### src/rtl/core/atpi_pkg.sv
// Shared constants and types for the altitude PI thrust controller.
`timescale 1ns / 1ps
`default_nettype none
package atpi_pkg;
    localparam int VALUE_WIDTH_DEF    = 32;
    localparam int INTEGRAL_WIDTH_DEF = 48;
    localparam int FIELD_WIDTH        = 32;
    localparam int COS_WIDTH          = 16;
    localparam int DT_WIDTH           = 16;
    localparam int GAIN_WIDTH         = 31;
    localparam int FRAC_BITS          = 16;
    localparam int COS_FRAC           = 14;
    localparam int DIV_NUM_BITS       = 47;
    localparam int DIV_Q_BITS         = DIV_NUM_BITS + COS_FRAC;
    localparam int IN_TDATA_WIDTH     = 192;
    localparam int OUT_TDATA_WIDTH    = 32;
    localparam int CFG_IDX_WIDTH      = 3;
    localparam int CFG_DATA_WIDTH     = 32;
    localparam int GRAVITY_Q16        = 642908;

    localparam logic [GAIN_WIDTH-1:0] POS_GAIN_RST = 31'd0;
    localparam logic [GAIN_WIDTH-1:0] LIMIT_RST    = 31'd6553600;
    localparam logic [GAIN_WIDTH-1:0] MASS_RST     = 31'd32768;

    typedef enum logic [CFG_IDX_WIDTH-1:0] {
        CFG_POS_GAIN = 3'd0,
        CFG_VEL_GAIN = 3'd1,
        CFG_INT_GAIN = 3'd2,
        CFG_DESCENT  = 3'd3,
        CFG_ASCENT   = 3'd4,
        CFG_MASS     = 3'd5
    } t_cfg_idx;
endpackage
`default_nettype wire

### src/rtl/core/atpi_mul.sv
// Bit-serial signed-by-unsigned multiplier with floor shift by the fraction bits.
`timescale 1ns / 1ps
`default_nettype none
module atpi_mul #(
    parameter int AW = 48
) (
    input  wire logic                                  i_clk,
    input  wire logic                                  i_rst_n,
    input  wire logic                                  i_start,
    input  wire logic signed [AW-1:0]                  i_a,
    input  wire logic [atpi_pkg::GAIN_WIDTH-1:0]       i_b,
    output logic                                       o_done,
    output logic signed [AW+atpi_pkg::GAIN_WIDTH+1-atpi_pkg::FRAC_BITS:0] o_p
);
    import atpi_pkg::*;

    localparam int PM = AW + 1 + GAIN_WIDTH;
    localparam int PS = PM + 1;
    localparam int CW = $clog2(GAIN_WIDTH);

    logic [PM-1:0]         r_mag, r_acc;
    logic [GAIN_WIDTH-1:0] r_b;
    logic [CW-1:0]         r_cnt;
    logic                  r_busy, r_neg, r_done;
    logic signed [PS-1:0]  w_full;
    logic [AW:0]           w_mag;

    // Take the magnitude of the multiplicand, one bit wider than the multiplicand
    assign w_mag = i_a[AW-1] ? (~{i_a[AW-1], i_a} + 1'b1) : {1'b0, i_a};

    // Shift the multiplicand up and add it in on each set multiplier bit
    always_ff @(posedge i_clk) begin
        if (!i_rst_n) begin
            r_busy <= 1'b0;
            r_done <= 1'b0;
        end else begin
            r_done <= 1'b0;
            if (i_start) begin
                r_busy <= 1'b1;
            end else if (r_busy && r_cnt == CW'(GAIN_WIDTH - 1)) begin
                r_busy <= 1'b0;
                r_done <= 1'b1;
            end
        end
        if (i_start) begin
            r_neg <= i_a[AW-1];
            r_mag <= PM'(w_mag);
            r_acc <= '0;
            r_b   <= i_b;
            r_cnt <= '0;
        end else if (r_busy) begin
            if (r_b[0]) r_acc <= r_acc + r_mag;
            r_mag <= r_mag << 1;
            r_b   <= r_b >> 1;
            r_cnt <= r_cnt + 1'b1;
        end
    end

    // Apply sign, then drop fraction bits (floor)
    assign w_full = r_neg ? -signed'({1'b0, r_acc}) : signed'({1'b0, r_acc});
    assign o_p    = w_full[PS-1:FRAC_BITS];
    assign o_done = r_done;
endmodule
`default_nettype wire

### src/rtl/core/atpi_div.sv
// Bit-serial restoring divider for thrust numerator over tilt cosine magnitude.
`timescale 1ns / 1ps
`default_nettype none
module atpi_div (
    input  wire logic                               i_clk,
    input  wire logic                               i_rst_n,
    input  wire logic                               i_start,
    input  wire logic [atpi_pkg::DIV_NUM_BITS-1:0]  i_num,
    input  wire logic [atpi_pkg::COS_WIDTH-1:0]     i_den,
    output logic                                    o_done,
    output logic [atpi_pkg::DIV_Q_BITS-1:0]         o_q
);
    import atpi_pkg::*;

    localparam int CW = $clog2(DIV_Q_BITS);

    logic [DIV_Q_BITS-1:0] r_sh;
    logic [COS_WIDTH-1:0]  r_rem, r_den;
    logic [CW-1:0]         r_cnt;
    logic                  r_busy, r_done;
    logic [COS_WIDTH:0]    w_trial;
    logic                  w_fit;

    // Bring down one dividend bit and try one subtract
    assign w_trial = {r_rem, r_sh[DIV_Q_BITS-1]};
    assign w_fit   = w_trial >= {1'b0, r_den};

    always_ff @(posedge i_clk) begin
        if (!i_rst_n) begin
            r_busy <= 1'b0;
            r_done <= 1'b0;
        end else begin
            r_done <= 1'b0;
            if (i_start) begin
                r_busy <= 1'b1;
            end else if (r_busy && r_cnt == CW'(DIV_Q_BITS - 1)) begin
                r_busy <= 1'b0;
                r_done <= 1'b1;
            end
        end
        if (i_start) begin
            r_sh  <= {i_num, {COS_FRAC{1'b0}}};
            r_rem <= '0;
            r_den <= i_den;
            r_cnt <= '0;
        end else if (r_busy) begin
            r_rem <= w_fit ? COS_WIDTH'(w_trial - {1'b0, r_den}) : w_trial[COS_WIDTH-1:0];
            r_sh  <= {r_sh[DIV_Q_BITS-2:0], w_fit};
            r_cnt <= r_cnt + 1'b1;
        end
    end

    assign o_done = r_done;
    assign o_q    = r_sh;
endmodule
`default_nettype wire

### src/rtl/core/altitude_pi_thrust_control_top.sv
// Altitude PI thrust controller: sequencer, state and config around serial units.
//  channel  | dir | handshake             | payload
//  s_axis   | in  | s_axis_tvalid/tready  | tdata: heights, climbs, cosine, ff, dt
//  m_axis   | out | m_axis_tvalid/tready  | tdata: thrust, tuser: fault
//  cfg      | in  | i_cfg_valid/o_cfg_ready | i_cfg_index, i_cfg_data
// One step runs five serial multiplies (start, a loop over the gain bits, done)
// and then one serial divide.
// A zero cosine or an oversized numerator skips the divide.
// The multiplier's loop takes one bit of the 31-bit gain per cycle.
// Reset clears the integrator and loads default register values.
// A result held on m_axis blocks the next request until it is taken.
`timescale 1ns / 1ps
`default_nettype none
module altitude_pi_thrust_control_top #(
    parameter int VALUE_WIDTH    = atpi_pkg::VALUE_WIDTH_DEF,
    parameter int INTEGRAL_WIDTH = atpi_pkg::INTEGRAL_WIDTH_DEF
) (
    input  wire logic                                   i_clk,
    input  wire logic                                   i_rst_n,
    input  wire logic                                   s_axis_tvalid,
    output logic                                        s_axis_tready,
    // target_height, target_climb, measured_height, measured_climb,
    // tilt_cosine, feed_forward_accel, time_step
    input  wire logic [atpi_pkg::IN_TDATA_WIDTH-1:0]    s_axis_tdata,
    output logic                                        m_axis_tvalid,
    input  wire logic                                   m_axis_tready,
    // thrust
    output logic [atpi_pkg::OUT_TDATA_WIDTH-1:0]        m_axis_tdata,
    // fault
    output logic                                        m_axis_tuser,
    input  wire logic                                   i_cfg_valid,
    output logic                                        o_cfg_ready,
    input  wire logic [atpi_pkg::CFG_IDX_WIDTH-1:0]     i_cfg_index,
    input  wire logic [atpi_pkg::CFG_DATA_WIDTH-1:0]    i_cfg_data
);
    import atpi_pkg::*;

    localparam int W  = VALUE_WIDTH;
    localparam int IW = INTEGRAL_WIDTH;
    localparam int AW = (IW > W) ? IW : W;
    localparam int SW = AW + GAIN_WIDTH + 2 - FRAC_BITS;
    localparam int XW = SW + 2;

    typedef enum logic [3:0] {
        S_IDLE = 4'b0001,
        S_MUL  = 4'b0010,
        S_DIV  = 4'b0100,
        S_OUT  = 4'b1000
    } t_state;

    t_state r_state, n_state;
    logic [2:0] r_phase, n_phase;
    logic signed [FIELD_WIDTH-1:0] r_tc, n_tc, r_mc, n_mc, r_ff, n_ff;
    logic signed [COS_WIDTH-1:0] r_cos, n_cos;
    logic signed [W-1:0]  r_err, n_err, r_acc, n_acc;
    logic signed [IW-1:0] r_integ, n_integ;
    logic signed [AW-1:0] r_ma, n_ma;
    logic [GAIN_WIDTH-1:0] r_mb, n_mb;
    logic r_mstart, n_mstart, r_dstart, n_dstart;
    logic [DIV_NUM_BITS-1:0] r_dnum, n_dnum;
    logic [COS_WIDTH-1:0] r_dden, n_dden;
    logic r_neg, n_neg, r_fault, n_fault;
    logic [OUT_TDATA_WIDTH-1:0] r_thrust, n_thrust;
    logic [GAIN_WIDTH-1:0] r_pg, r_vg, r_ig, r_desc, r_asc, r_mass;

    logic m_done, d_done;
    logic signed [SW-1:0] m_p;
    logic [DIV_Q_BITS-1:0] d_q;
    logic w_in_acc;

    // Clamp a wide signed value to w bits
    function automatic logic signed [XW-1:0] sat_w(input logic signed [XW-1:0] x,
                                                   input int w);
        logic signed [XW-1:0] hi, lo;
        hi = signed'((XW'(1) << (w - 1)) - XW'(1));
        lo = ~hi;
        if (x > hi) return hi;
        if (x < lo) return lo;
        return x;
    endfunction

    atpi_mul #(.AW(AW)) u_mul (
        .i_clk(i_clk), .i_rst_n(i_rst_n), .i_start(r_mstart),
        .i_a(r_ma), .i_b(r_mb), .o_done(m_done), .o_p(m_p)
    );

    atpi_div u_div (
        .i_clk(i_clk), .i_rst_n(i_rst_n), .i_start(r_dstart),
        .i_num(r_dnum), .i_den(r_dden), .o_done(d_done), .o_q(d_q)
    );

    assign s_axis_tready = (r_state == S_IDLE);
    assign w_in_acc      = s_axis_tvalid && s_axis_tready;
    assign m_axis_tvalid = (r_state == S_OUT);
    assign m_axis_tdata  = r_thrust;
    assign m_axis_tuser  = r_fault;
    assign o_cfg_ready   = 1'b1;

    // Sequence the step through the serial units
    always_comb begin
        logic signed [XW-1:0] prod, t, v, dl, al, nm, un;
        logic big;
        n_state = r_state;  n_phase = r_phase;
        n_tc = r_tc; n_mc = r_mc; n_ff = r_ff; n_cos = r_cos;
        n_err = r_err; n_acc = r_acc; n_integ = r_integ;
        n_ma = r_ma; n_mb = r_mb; n_mstart = 1'b0; n_dstart = 1'b0;
        n_dnum = r_dnum; n_dden = r_dden; n_neg = r_neg;
        n_fault = r_fault; n_thrust = r_thrust;
        prod = XW'(m_p);
        dl   = -signed'(XW'(r_desc));
        al   = signed'(XW'(r_asc));
        t = '0; v = '0; nm = '0; un = '0; big = 1'b0;
        unique case (r_state)
            S_IDLE: begin
                if (w_in_acc) begin
                    t = sat_w(XW'(signed'(s_axis_tdata[31:0]))
                              - XW'(signed'(s_axis_tdata[95:64])), W);
                    n_tc  = s_axis_tdata[63:32];
                    n_mc  = s_axis_tdata[127:96];
                    n_cos = s_axis_tdata[143:128];
                    n_ff  = s_axis_tdata[175:144];
                    n_err = t[W-1:0];
                    n_ma  = t[AW-1:0];
                    n_mb  = GAIN_WIDTH'(s_axis_tdata[191:176]);
                    n_mstart = 1'b1;
                    n_phase  = 3'd0;
                    n_state  = S_MUL;
                end
            end
            S_MUL: begin
                if (m_done) begin
                    n_mstart = 1'b1;
                    case (r_phase)
                        3'd0: begin
                            t = sat_w(XW'(r_integ) + sat_w(prod, IW), IW);
                            n_integ = t[IW-1:0];
                            n_ma = AW'(r_err);
                            n_mb = r_pg;
                        end
                        3'd1: begin
                            v = sat_w(sat_w(prod, W) + XW'(r_tc), W);
                            if (v < dl) v = dl;
                            if (v > al) v = al;
                            v = sat_w(v - XW'(r_mc), W);
                            n_ma = v[AW-1:0];
                            n_mb = r_vg;
                        end
                        3'd2: begin
                            t = sat_w(sat_w(prod, W) + XW'(r_ff), W);
                            n_acc = t[W-1:0];
                            n_ma = AW'(r_integ);
                            n_mb = r_ig;
                        end
                        3'd3: begin
                            t = sat_w(XW'(r_acc) + sat_w(prod, W), W);
                            t = sat_w(t - XW'(GRAVITY_Q16), W);
                            n_ma = t[AW-1:0];
                            n_mb = r_mass;
                        end
                        default: begin
                            // Numerator is minus acceleration times mass
                            n_mstart = 1'b0;
                            nm  = -prod;
                            un  = nm[XW-1] ? -nm : nm;
                            big = (un >> DIV_NUM_BITS) != '0;
                            n_neg = nm[XW-1] ^ r_cos[COS_WIDTH-1];
                            if (r_cos == '0) begin
                                n_thrust = nm[XW-1] ? 32'h8000_0000 : 32'h7FFF_FFFF;
                                n_fault  = 1'b1;
                                n_state  = S_OUT;
                            end else if (big) begin
                                n_thrust = n_neg ? 32'h8000_0000 : 32'h7FFF_FFFF;
                                n_fault  = 1'b1;
                                n_state  = S_OUT;
                            end else begin
                                n_dnum   = un[DIV_NUM_BITS-1:0];
                                n_dden   = r_cos[COS_WIDTH-1] ? -r_cos : r_cos;
                                n_dstart = 1'b1;
                                n_state  = S_DIV;
                            end
                        end
                    endcase
                    n_phase = r_phase + 3'd1;
                end
            end
            S_DIV: begin
                if (d_done) begin
                    n_fault = 1'b0;
                    n_state = S_OUT;
                    if (r_neg) begin
                        if (d_q[DIV_Q_BITS-1:32] != '0 || (d_q[31] && d_q[30:0] != '0)) begin
                            n_thrust = 32'h8000_0000;
                            n_fault  = 1'b1;
                        end else begin
                            n_thrust = -d_q[31:0];
                        end
                    end else begin
                        if (d_q[DIV_Q_BITS-1:31] != '0) begin
                            n_thrust = 32'h7FFF_FFFF;
                            n_fault  = 1'b1;
                        end else begin
                            n_thrust = d_q[31:0];
                        end
                    end
                end
            end
            S_OUT: begin
                if (m_axis_tready) n_state = S_IDLE;
            end
            default: n_state = S_IDLE;
        endcase
    end

    // Hold control state, integrator, configuration and step data
    always_ff @(posedge i_clk) begin
        if (!i_rst_n) begin
            r_state  <= S_IDLE;
            r_phase  <= '0;
            r_mstart <= 1'b0;
            r_dstart <= 1'b0;
            r_integ  <= '0;
            r_pg     <= POS_GAIN_RST;
            r_vg     <= POS_GAIN_RST;
            r_ig     <= POS_GAIN_RST;
            r_desc   <= LIMIT_RST;
            r_asc    <= LIMIT_RST;
            r_mass   <= MASS_RST;
        end else begin
            r_state  <= n_state;
            r_phase  <= n_phase;
            r_mstart <= n_mstart;
            r_dstart <= n_dstart;
            r_integ  <= n_integ;
            if (i_cfg_valid) begin
                unique case (i_cfg_index)
                    CFG_POS_GAIN: r_pg   <= i_cfg_data[GAIN_WIDTH-1:0];
                    CFG_VEL_GAIN: r_vg   <= i_cfg_data[GAIN_WIDTH-1:0];
                    CFG_INT_GAIN: r_ig   <= i_cfg_data[GAIN_WIDTH-1:0];
                    CFG_DESCENT:  r_desc <= i_cfg_data[GAIN_WIDTH-1:0];
                    CFG_ASCENT:   r_asc  <= i_cfg_data[GAIN_WIDTH-1:0];
                    CFG_MASS:     r_mass <= i_cfg_data[GAIN_WIDTH-1:0];
                    default: ;
                endcase
            end
        end
        r_tc <= n_tc; r_mc <= n_mc; r_ff <= n_ff; r_cos <= n_cos;
        r_err <= n_err; r_acc <= n_acc; r_ma <= n_ma; r_mb <= n_mb;
        r_dnum <= n_dnum; r_dden <= n_dden; r_neg <= n_neg;
        r_fault <= n_fault; r_thrust <= n_thrust;
    end

`ifndef NO_ASSERTIONS
    a_out_blocks_in: assert property (@(posedge i_clk) disable iff (!i_rst_n)
        m_axis_tvalid |-> !s_axis_tready) else $error("request taken while result held");
    a_mul_in_mul: assert property (@(posedge i_clk) disable iff (!i_rst_n)
        m_done |-> r_state == S_MUL) else $error("multiply finished outside multiply phase");
    a_div_in_div: assert property (@(posedge i_clk) disable iff (!i_rst_n)
        d_done |-> r_state == S_DIV) else $error("divide finished outside divide phase");
    a_accept_starts: assert property (@(posedge i_clk) disable iff (!i_rst_n)
        w_in_acc |=> r_mstart && r_state == S_MUL) else $error("request did not start step");
`endif
endmodule
`default_nettype wire
### config.mk
export PLATFORM = sky130hd
export DESIGN_NAME = altitude_pi_thrust_control_top
export DESIGN_NICKNAME = d
export VERILOG_FILES = /design/src/rtl/core/atpi_pkg.sv /design/src/rtl/core/atpi_mul.sv /design/src/rtl/core/atpi_div.sv /design/src/rtl/core/altitude_pi_thrust_control_top.sv
export SDC_FILE = /design/constraint.sdc
export NUM_CORES = 2
export LEC_CHECK = 0
export BUFFER_PORTS_ARGS = -buffer_cell sky130_fd_sc_hd__buf_2
export CELL_PAD_IN_SITES_DETAIL_PLACEMENT = 0
export CELL_PAD_IN_SITES_GLOBAL_PLACEMENT = 1
export CORE_ASPECT_RATIO = 0.5
export CORE_UTILIZATION = 49
export DETAILED_ROUTE_END_ITERATION = 8
export PLACE_DENSITY_LB_ADDON = 0.1
export SETUP_SLACK_MARGIN = 0.5
export SLEW_MARGIN = 20
export SYNTH_ARGS = -nofsm -noshare
export SYNTH_HDL_FRONTEND = slang
export SYNTH_SLANG_ARGS = --single-unit
### constraint.sdc
create_clock -name i_clk -period 22.6 [get_ports i_clk]
set_input_delay 4.52 -clock i_clk [delete_from_list [all_inputs] [get_ports i_clk]]
set_output_delay 4.52 -clock i_clk [all_outputs]
set_load 0.01 [all_outputs]
# Yosys cells after proc, flatten, opt, wreduce, memory -nomap -nowiden
# Cells that the tools add are included.
[totals] reg_bits=895 inputBits=232 word_cells=367
[op_classes] addsub=19 order_cmp=21 n_eq_ne=21 mux=220 bitwise_logic=8 reduce_logical=38
[op_table] cell="$mux W67" count=47
[op_table] cell="$mux W48" count=18
[op_table] cell="$mux W32" count=14
[op_table] cell="$gt A67 B32 Y1 const B" count=5
[op_table] cell="$lt A67 B32 Y1 const B" count=5
[op_table] cell="$pmux W48 S4" count=1
[op_table] cell="$mux W49" count=3
[op_table] cell="$add A67 B32 Y67" count=2
[op_table] cell="$mux W31" count=4
[op_table] cell="$pmux W31 S4" count=1
[op_table] cell="$mux W61" count=2
[op_table] cell="$mux W1" count=111
[op_table] cell="$pmux W48 S2" count=1
[op_table] cell="$mux W81" count=1
[op_table] cell="$neg A80 Y81" count=1
[op_table] cell="$add A80 B80 Y80" count=1
[op_table] cell="$add A32 B67 Y67" count=1
[op_table] cell="$add A48 B67 Y67" count=1
[op_table] cell="$gt A67 B32 Y1" count=1
[op_table] cell="$gt A67 B48 Y1 const B" count=1
[op_table] cell="$lt A67 B48 Y1 const B" count=1
[op_table] cell="$lt A67 B67 Y1" count=1
[op_table] cell="$neg A31 Y67" count=1
[op_table] cell="$neg A65 Y67" count=1
[op_table] cell="other kinds (59)" count=102

# Depth between registers and ports, before layout
[logic_depth] word_depth=56 ltp_mapped=99 mapped_depth_nobuf=82

# By module
# From an unflattened synthesis, not the netlist that was laid out.
[hier_totals] cells_unflattened=9636 hier_area_um2=77448.0
[modules_own_cells] mod="altitude_pi_thrust_control_top" instances=1 cells_per_inst=7465 area_each_um2=58164.5 seq_area_each_um2=15434.8
[modules_own_cells] mod="atpi_mul" instances=1 cells_per_inst=1723 area_each_um2=14293.7 seq_area_each_um2=4794.6
[modules_own_cells] mod="atpi_div" instances=1 cells_per_inst=448 area_each_um2=4989.8 seq_area_each_um2=2652.5

# Least setup slack after synthesis
# No wires, ideal clock.
[synth_path] path_type="reg2reg" from="reg u_mul.r_neg" to="reg r_ma[17] (data pin)" setup_ns=0.260 arrival_ns=20.639 required_time_ns=22.340 slack_ns=1.701 stages_incl_launch_ff=94 path_buffers=16 period_less_slack_ns=20.899 cell_sequence="edfxtp_1 -> clkbuf_1 -> buf_2 -> clkbuf_1 -> buf_1 -> clkbuf_1 -> buf_1 -> clkbuf_1 -> o21ai_0 -> xnor2_1 -> nor4b_1 -> nand4_1 -> or4_1 -> nand2b_1 -> ha_1 -> clkbuf_1 -> clkbuf_1 -> o21ai_0 -> [58 not listed] -> nand2b_1 -> a21oi_1 -> o2111ai_1 -> a211o_1 -> o31a_1 -> o21a_1 -> o22ai_1 -> a221oi_1 -> xnor2_1 -> or3_1 -> or3b_2 -> nor4_1 -> nand3b_1 -> o22ai_2 -> buf_2 -> o211ai_1 -> o41a_1 -> mux2_2"
[synth_via] elab_chain_len=46
[synth_lines] element="from (decl)" line_no="atpi_mul.sv:24" source="logic r_busy, r_neg, r_done;"
[synth_lines] element="from (signal assigned)" line_no="atpi_mul.sv:46" source="r_neg <= i_a[AW-1];"
[synth_lines] element="$mux W81 (*)" line_no="atpi_mul.sv:60" source="assign w_full = r_neg ? -signed'({1'b0, r_acc}) : signed'({1'b0, r_acc});"
[synth_lines] element="$lt A65 B32 Y1" line_no="altitude_pi_thrust_control_top.sv:78" source="if (x < lo) return lo;"
[synth_lines] element="$mux W1 (2 in a row)" line_no="altitude_pi_thrust_control_top.sv:78"
[synth_lines] element="$mux W1" line_no="altitude_pi_thrust_control_top.sv:133" source="case (r_phase)"
[synth_lines] element="$mux W1" line_no="altitude_pi_thrust_control_top.sv:131" source="if (m_done) begin"
[synth_lines] element="$mux W1" line_no="altitude_pi_thrust_control_top.sv:113" source="unique case (r_state)"
[synth_lines] element="$mux W67" line_no="altitude_pi_thrust_control_top.sv:79" source="return x;"
[synth_lines] element="$mux W67" line_no="altitude_pi_thrust_control_top.sv:78"
[synth_lines] element="[30 not listed]"
[synth_lines] element="$mux W1" line_no="altitude_pi_thrust_control_top.sv:131"
[synth_lines] element="$mux W1" line_no="altitude_pi_thrust_control_top.sv:113"
[synth_lines] element="$mux W48" line_no="altitude_pi_thrust_control_top.sv:79"
[synth_lines] element="$mux W48" line_no="altitude_pi_thrust_control_top.sv:78"
[synth_lines] element="$pmux W48 S4 (*)" line_no="altitude_pi_thrust_control_top.sv:133"
[synth_lines] element="$mux W48 (*)" line_no="altitude_pi_thrust_control_top.sv:131"
[synth_lines] element="$pmux W48 S2 (*)" line_no="altitude_pi_thrust_control_top.sv:113"
[synth_lines] element="via n_ma[17]" line_no="altitude_pi_thrust_control_top.sv:57" source="logic signed [AW-1:0] r_ma, n_ma;"
[synth_lines] element="to (signal assigned)" line_no="altitude_pi_thrust_control_top.sv:247" source="r_err <= n_err; r_acc <= n_acc; r_ma <= n_ma; r_mb <= n_mb;"
[synth_lines] element="to (decl)" line_no="altitude_pi_thrust_control_top.sv:57"
# Mark *: on every way through the listed nets, which the timed path passes. The rest lies on a longest branch. The select of a mux whose other input is x is not followed.
# A chain may end at the register's enable or synchronous reset.

# Worst setup path in the final report
[layout_path] from="reg u_mul.r_acc[1]" to="reg r_ma[42] (data pin)"
[layout_via] elab_chain_len=47
[layout_lines] element="from (decl)" line_no="atpi_mul.sv:21" source="logic [PM-1:0] r_mag, r_acc;"
[layout_lines] element="from (signal assigned)" line_no="atpi_mul.sv:52" source="if (r_b[0]) r_acc <= r_acc + r_mag;"
[layout_lines] element="$neg A80 Y81 (*)" line_no="atpi_mul.sv:60"
[layout_lines] element="$mux W81 (*)" line_no="atpi_mul.sv:60"
[layout_lines] element="$lt A65 B32 Y1" line_no="altitude_pi_thrust_control_top.sv:78"
[layout_lines] element="$mux W1 (2 in a row)" line_no="altitude_pi_thrust_control_top.sv:78"
[layout_lines] element="$mux W1" line_no="altitude_pi_thrust_control_top.sv:133"
[layout_lines] element="$mux W1" line_no="altitude_pi_thrust_control_top.sv:131"
[layout_lines] element="$mux W1" line_no="altitude_pi_thrust_control_top.sv:113"
[layout_lines] element="$mux W67" line_no="altitude_pi_thrust_control_top.sv:79"
[layout_lines] element="[31 not listed]"
[layout_lines] element="$mux W1" line_no="altitude_pi_thrust_control_top.sv:131"
[layout_lines] element="$mux W1" line_no="altitude_pi_thrust_control_top.sv:113"
[layout_lines] element="$mux W48" line_no="altitude_pi_thrust_control_top.sv:79"
[layout_lines] element="$mux W48" line_no="altitude_pi_thrust_control_top.sv:78"
[layout_lines] element="$pmux W48 S4 (*)" line_no="altitude_pi_thrust_control_top.sv:133"
[layout_lines] element="$mux W48 (*)" line_no="altitude_pi_thrust_control_top.sv:131"
[layout_lines] element="$pmux W48 S2 (*)" line_no="altitude_pi_thrust_control_top.sv:113"
[layout_lines] element="via n_ma[42]" line_no="altitude_pi_thrust_control_top.sv:57"
# Marked as above.

==> flow_metrics.py <==
metrics = {
    "power_and_ir_drop": {
        "power_mw": 7.60,
        "power.share.sequential": 0.263,
        "switching_power_mw": 3.21,
        "powerDensity_mw_per_mm2": 83.2,
        "power.ir.vdd_worst_mv": 0.0728,
        "sw_frac_of_total": 0.422,
        "internal_power_mw": 4.39,
        "static-leakage-power_nw": 37.3,
        "power.combinational.fraction": 0.528,
        "clkPwrFrac": 0.210,
    },
    "critical_path": {
        "cp-startpoint": "u_mul.r_acc[1]$_SDFFE_PP0P_",
        "crit-reg2reg-launch": "u_mul.r_acc[1]$_SDFFE_PP0P_",
        "critPathMaxStageDelay_ns": 0.74,
        "cp-endpoint": "r_ma[42]$_DFFE_PP_",
        "r2r_cells": 91,
        "required_ns": 23.05,
        "critical_path.slowest_cell": "sky130_fd_sc_hd__o211ai_1",
        "worstSetupPathType": "reg2reg",
        "r2r_end": "r_ma[42]$_DFFE_PP_",
        "cpMostUsedCell": "sky130_fd_sc_hd__o21a_1",
        "crit_path_end_kind": "flip-flop",
        "data_arrival_at_the_endpoint_of_the_critical_path_ns": 21.83,
        "r2r_setup_slack_ns": 1.23,
        "largest_driver_fanout_on_the_critical_path": 9,
        "start_kind": "flip-flop",
    },
    "detailed_routing": {
        "route.vias.total": 77000,
        "postRouteWirelength_um": 284000,
        "post_drt_via_cell_ratio": 6.12,
        "drt_pre_antenna_iters": 9,
        "residual_antenna_violating_net_count_after_detailed_routing": 0,
        "drtIter0Drc": 7876,
        "remaining_drc_errors": 0,
        "avgRoutedWirePerCell_um": 22.6,
    },
    "global_route": {
        "global_route.usage.total": 0.337,
        "via_count_of_the_first_global_routing_pass": 70500,
        "largest_net_degree_at_the_start_of_global_routing": 100,
        "grt_total_ovfl": 0,
        "grt_antenna_before_repair": 23,
        "grt_pass1_wl_um": 424000,
    },
    "yosys": {
        "postSynth.topFlopCell": "sky130_fd_sc_hd__edfxtp_1",
        "synth_area_leader_cell": "sky130_fd_sc_hd__edfxtp_1",
        "synthAdderAreaFrac": 0.0943,
        "largest_family_of_logic_cells_by_synthesized_area": "compound AO/OA/AOI/OAI gates",
        "synth_mux_area_frac": 0.0275,
        "synth-seq-area-share": 0.293,
        "netlist_top_cells_count": "1019 x sky130_fd_sc_hd__nand2_1, 874 x sky130_fd_sc_hd__nor2_1, 752 x sky130_fd_sc_hd__a21oi_1",
        "synthesized_instance_count": 9601,
        "synth-compound-area-share": 0.261,
        "post_synth_top_area_share": 0.191,
        "avgSynthCellArea_um2": 8.12,
        "netlist-cell-type-count": 117,
        "netlist_area_mm2": 0.0780,
        "synth.most_common_cell": "sky130_fd_sc_hd__nand2_1",
        "async_flop_share": 0,
        "synth_xor_xnor_area_share": 0.0717,
        "flops_latches_synth": 895,
        "yosys_warnings": 0,
        "synth_simple_gate_area_frac": 0.212,
        "synth_area_leaders": "sky130_fd_sc_hd__edfxtp_1 19%, sky130_fd_sc_hd__dfxtp_1 10%, sky130_fd_sc_hd__ha_1 9.2%",
        "number_of_enable_flip_flop_cells_after_synthesis": 496,
        "net_count_after_synthesis": 10400,
    },
    "sta": {
        "min_period_ns": 21.37,
        "slew-limit-headroom": 0.262,
        "achievable-frequency_mhz": 46.8,
        "timing.clock.skew_ns": 0.0337,
        "grt_setup_unrepaired": "no",
        "finalCritPeriodShare": 0.946,
        "fin_setup_tns_ns": 0,
        "hold_viol": 0,
        "setup-violations-final": 0,
        "timing_max_transition_violations_final": 0,
        "worst_max_slew_pin_slew_ns": 1.08,
    },
    "placement": {
        "gp_routability_congestion": 0.974,
        "port_buffers": 265,
        "post-place-cells": 12400,
        "hpwlAfterDp_um": 222000,
    },
    "run_status": {
        "run_status": "completed",
    },
    "floorplan": {
        "placementRows": 103,
        "die_area_mm2": 0.161,
        "floorplan.initialDensity": 0.494,
        "pin_count": 268,
        "height_of_the_chip_um": 284,
        "die_width_um": 566,
        "fp.coreArea_mm2": 0.158,
    },
    "clocking": {
        "clkSinkCount": 895,
        "tritoncts": "yes",
        "clkLatencyLatePin_ns": 0.72,
        "cts-root-to-sink-buffers": 3,
        "root_buffer": "sky130_fd_sc_hd__clkbuf_16",
        "cts.clk_slew.worst_paths_ns": 0.07,
        "number_of_buffers_inserted_during_clock_tree_synthesis": 87,
        "hold_buffers": 0,
        "ctsHtreeMaxLevel": 3,
    },
    "worst_hold_path": {
        "class_of_the_most_critical_hold_timing_path": "reg2reg",
        "hold-path-cell-count": 0,
    },
    "run": {
        "timing.max_cap.violations": 0,
    },
    "finish": {
        "fin_cells": 12600,
        "area_growth_pct": 17.1,
        "final_net_count": 11200,
        "drive_above_1_share": 0.164,
    },
}
-- power groups by stage --
stage / sequential (mW) / clock, mW / combinational [mW]
6_report: 2.00 / 1.59 / 4.01
5_1_grt: 2.01 / 1.68 / 4.31
4_1_cts: 1.99 / 1.62 / 3.84
3_5_place_dp: 2.03 / 0 / 3.80
3_3_place_gp: 2.02 / 0 / 3.79
2_1_floorplan: 1.99 / 0 / 2.30
-- repair_timing --
item | 4_1_cts | 5_1_grt
cloned | 0 | 3
pin swaps | 6 | 66
setup endpoints to repair | 48 | 48
buffers inserted | 1 | 18
gates resized for setup | 25 | 120
-- routing by layer --
| layer | global-route usage | vias to the layer above | share of wire |
|---|---|---|---|
| met1 | 0.492 | 36700 | 0.46 |
| met3 | 0.0593 | 374 | 0.089 |
| li1 | - | 37300 | - |
| met5 | 0 | - | 0.00012 |
| met2 | 0.516 | 2669 | 0.43 |
| met4 | 0.0736 | 6 | 0.024 |
-- worst min path at each step --
stage	start	to	slack (ns)
3_3_place_gp	r_dden[1]$_DFFE_PP_	u_div.r_den[1]$_DFFE_PP_	0.40
3_5_place_dp	r_dden[1]$_DFFE_PP_	u_div.r_den[1]$_DFFE_PP_	0.41
2_1_floorplan	r_dden[0]$_DFFE_PP_	u_div.r_den[0]$_DFFE_PP_	0.40
5_1_grt	r_dden[1]$_DFFE_PP_	u_div.r_den[1]$_DFFE_PP_	0.43
4_1_cts	r_dden[1]$_DFFE_PP_	u_div.r_den[1]$_DFFE_PP_	0.42
6_report	r_dden[1]$_DFFE_PP_	u_div.r_den[1]$_DFFE_PP_	0.42
-- critical path: cells and delay by family, from the launching register on --
family	cells	cell delay [ns]
AO/OA/AOI/OAI	40	8.83
AND/OR/NAND/NOR	26	6.71
adder cells (fa/ha/maj)	7	2.08
flip-flops	1	0.32
XOR/XNOR	4	0.68
buffers and inverters	13	2.05
multiplexers	1	0.34
-- placed cells by master, fill, tap and decap left out, types with 261 or more instances in the layout --
master	synthesis	layout
sky130_fd_sc_hd__a21o_1	330	329
sky130_fd_sc_hd__nor2_1	874	869
sky130_fd_sc_hd__edfxtp_1	496	496
sky130_fd_sc_hd__xnor2_1	350	347
sky130_fd_sc_hd__ha_1	571	565
sky130_fd_sc_hd__buf_2	29	264
sky130_fd_sc_hd__inv_1	314	312
sky130_fd_sc_hd__buf_4	3	927
sky130_fd_sc_hd__o21ai_0	579	559
sky130_fd_sc_hd__dfxtp_1	399	395
sky130_fd_sc_hd__a21oi_1	752	737
sky130_fd_sc_hd__a21boi_0	262	261
sky130_fd_sc_hd__xor2_1	281	279
sky130_fd_sc_hd__nand2_1	1019	1017
-- cells by family after synthesis --
logic type                 count (synthesis)
other                                      1
DFF                                      895
muxes                                    203
adders and majority gates                584
AOI/OAI and AO/OA                       3066
xor gates and xnor gates                 635
buffers and inverters                    820
and+or+nand+nor                         3397
-- sequential cells by signal, indices dropped and copies added, names as in the netlist, 47 cells and up --
register     count
u_mul.r_mag     80
u_div.o_q       61
u_mul.r_acc     80
r_integ         48
r_ma            48
r_dnum          47
-- metrics by stage --
stage / util / setup slack [ns] / hold WS, ns / cell area [um^2]
2_1_floorplan: - / 1.70 / 0.400 / 78000
3_3_place_gp: 0.553 / -0.145 / 0.403 / 87300
3_5_place_dp: 0.553 / -0.262 / 0.408 / 87300
4_1_cts: 0.573 / 0.509 / 0.425 / 90400
5_1_grt: 0.578 / 0.451 / 0.430 / 91300
6_report: 0.579 / 1.23 / 0.423 / 91300
-- layout make-up --
cell class / instances / area [um^2]
clock inverter: 50 / 638
tap: 2100 / 2630
antenna: 6 / 15.0
clock buffer: 114 / 2420
timing repair buffer: 1215 / 8670
fill: 14700 / 66500
sequential: 895 / 22900
inverter: 316 / 1190
multi-input combinational: 7887 / 52900
(Power assumes the default switching activity.)
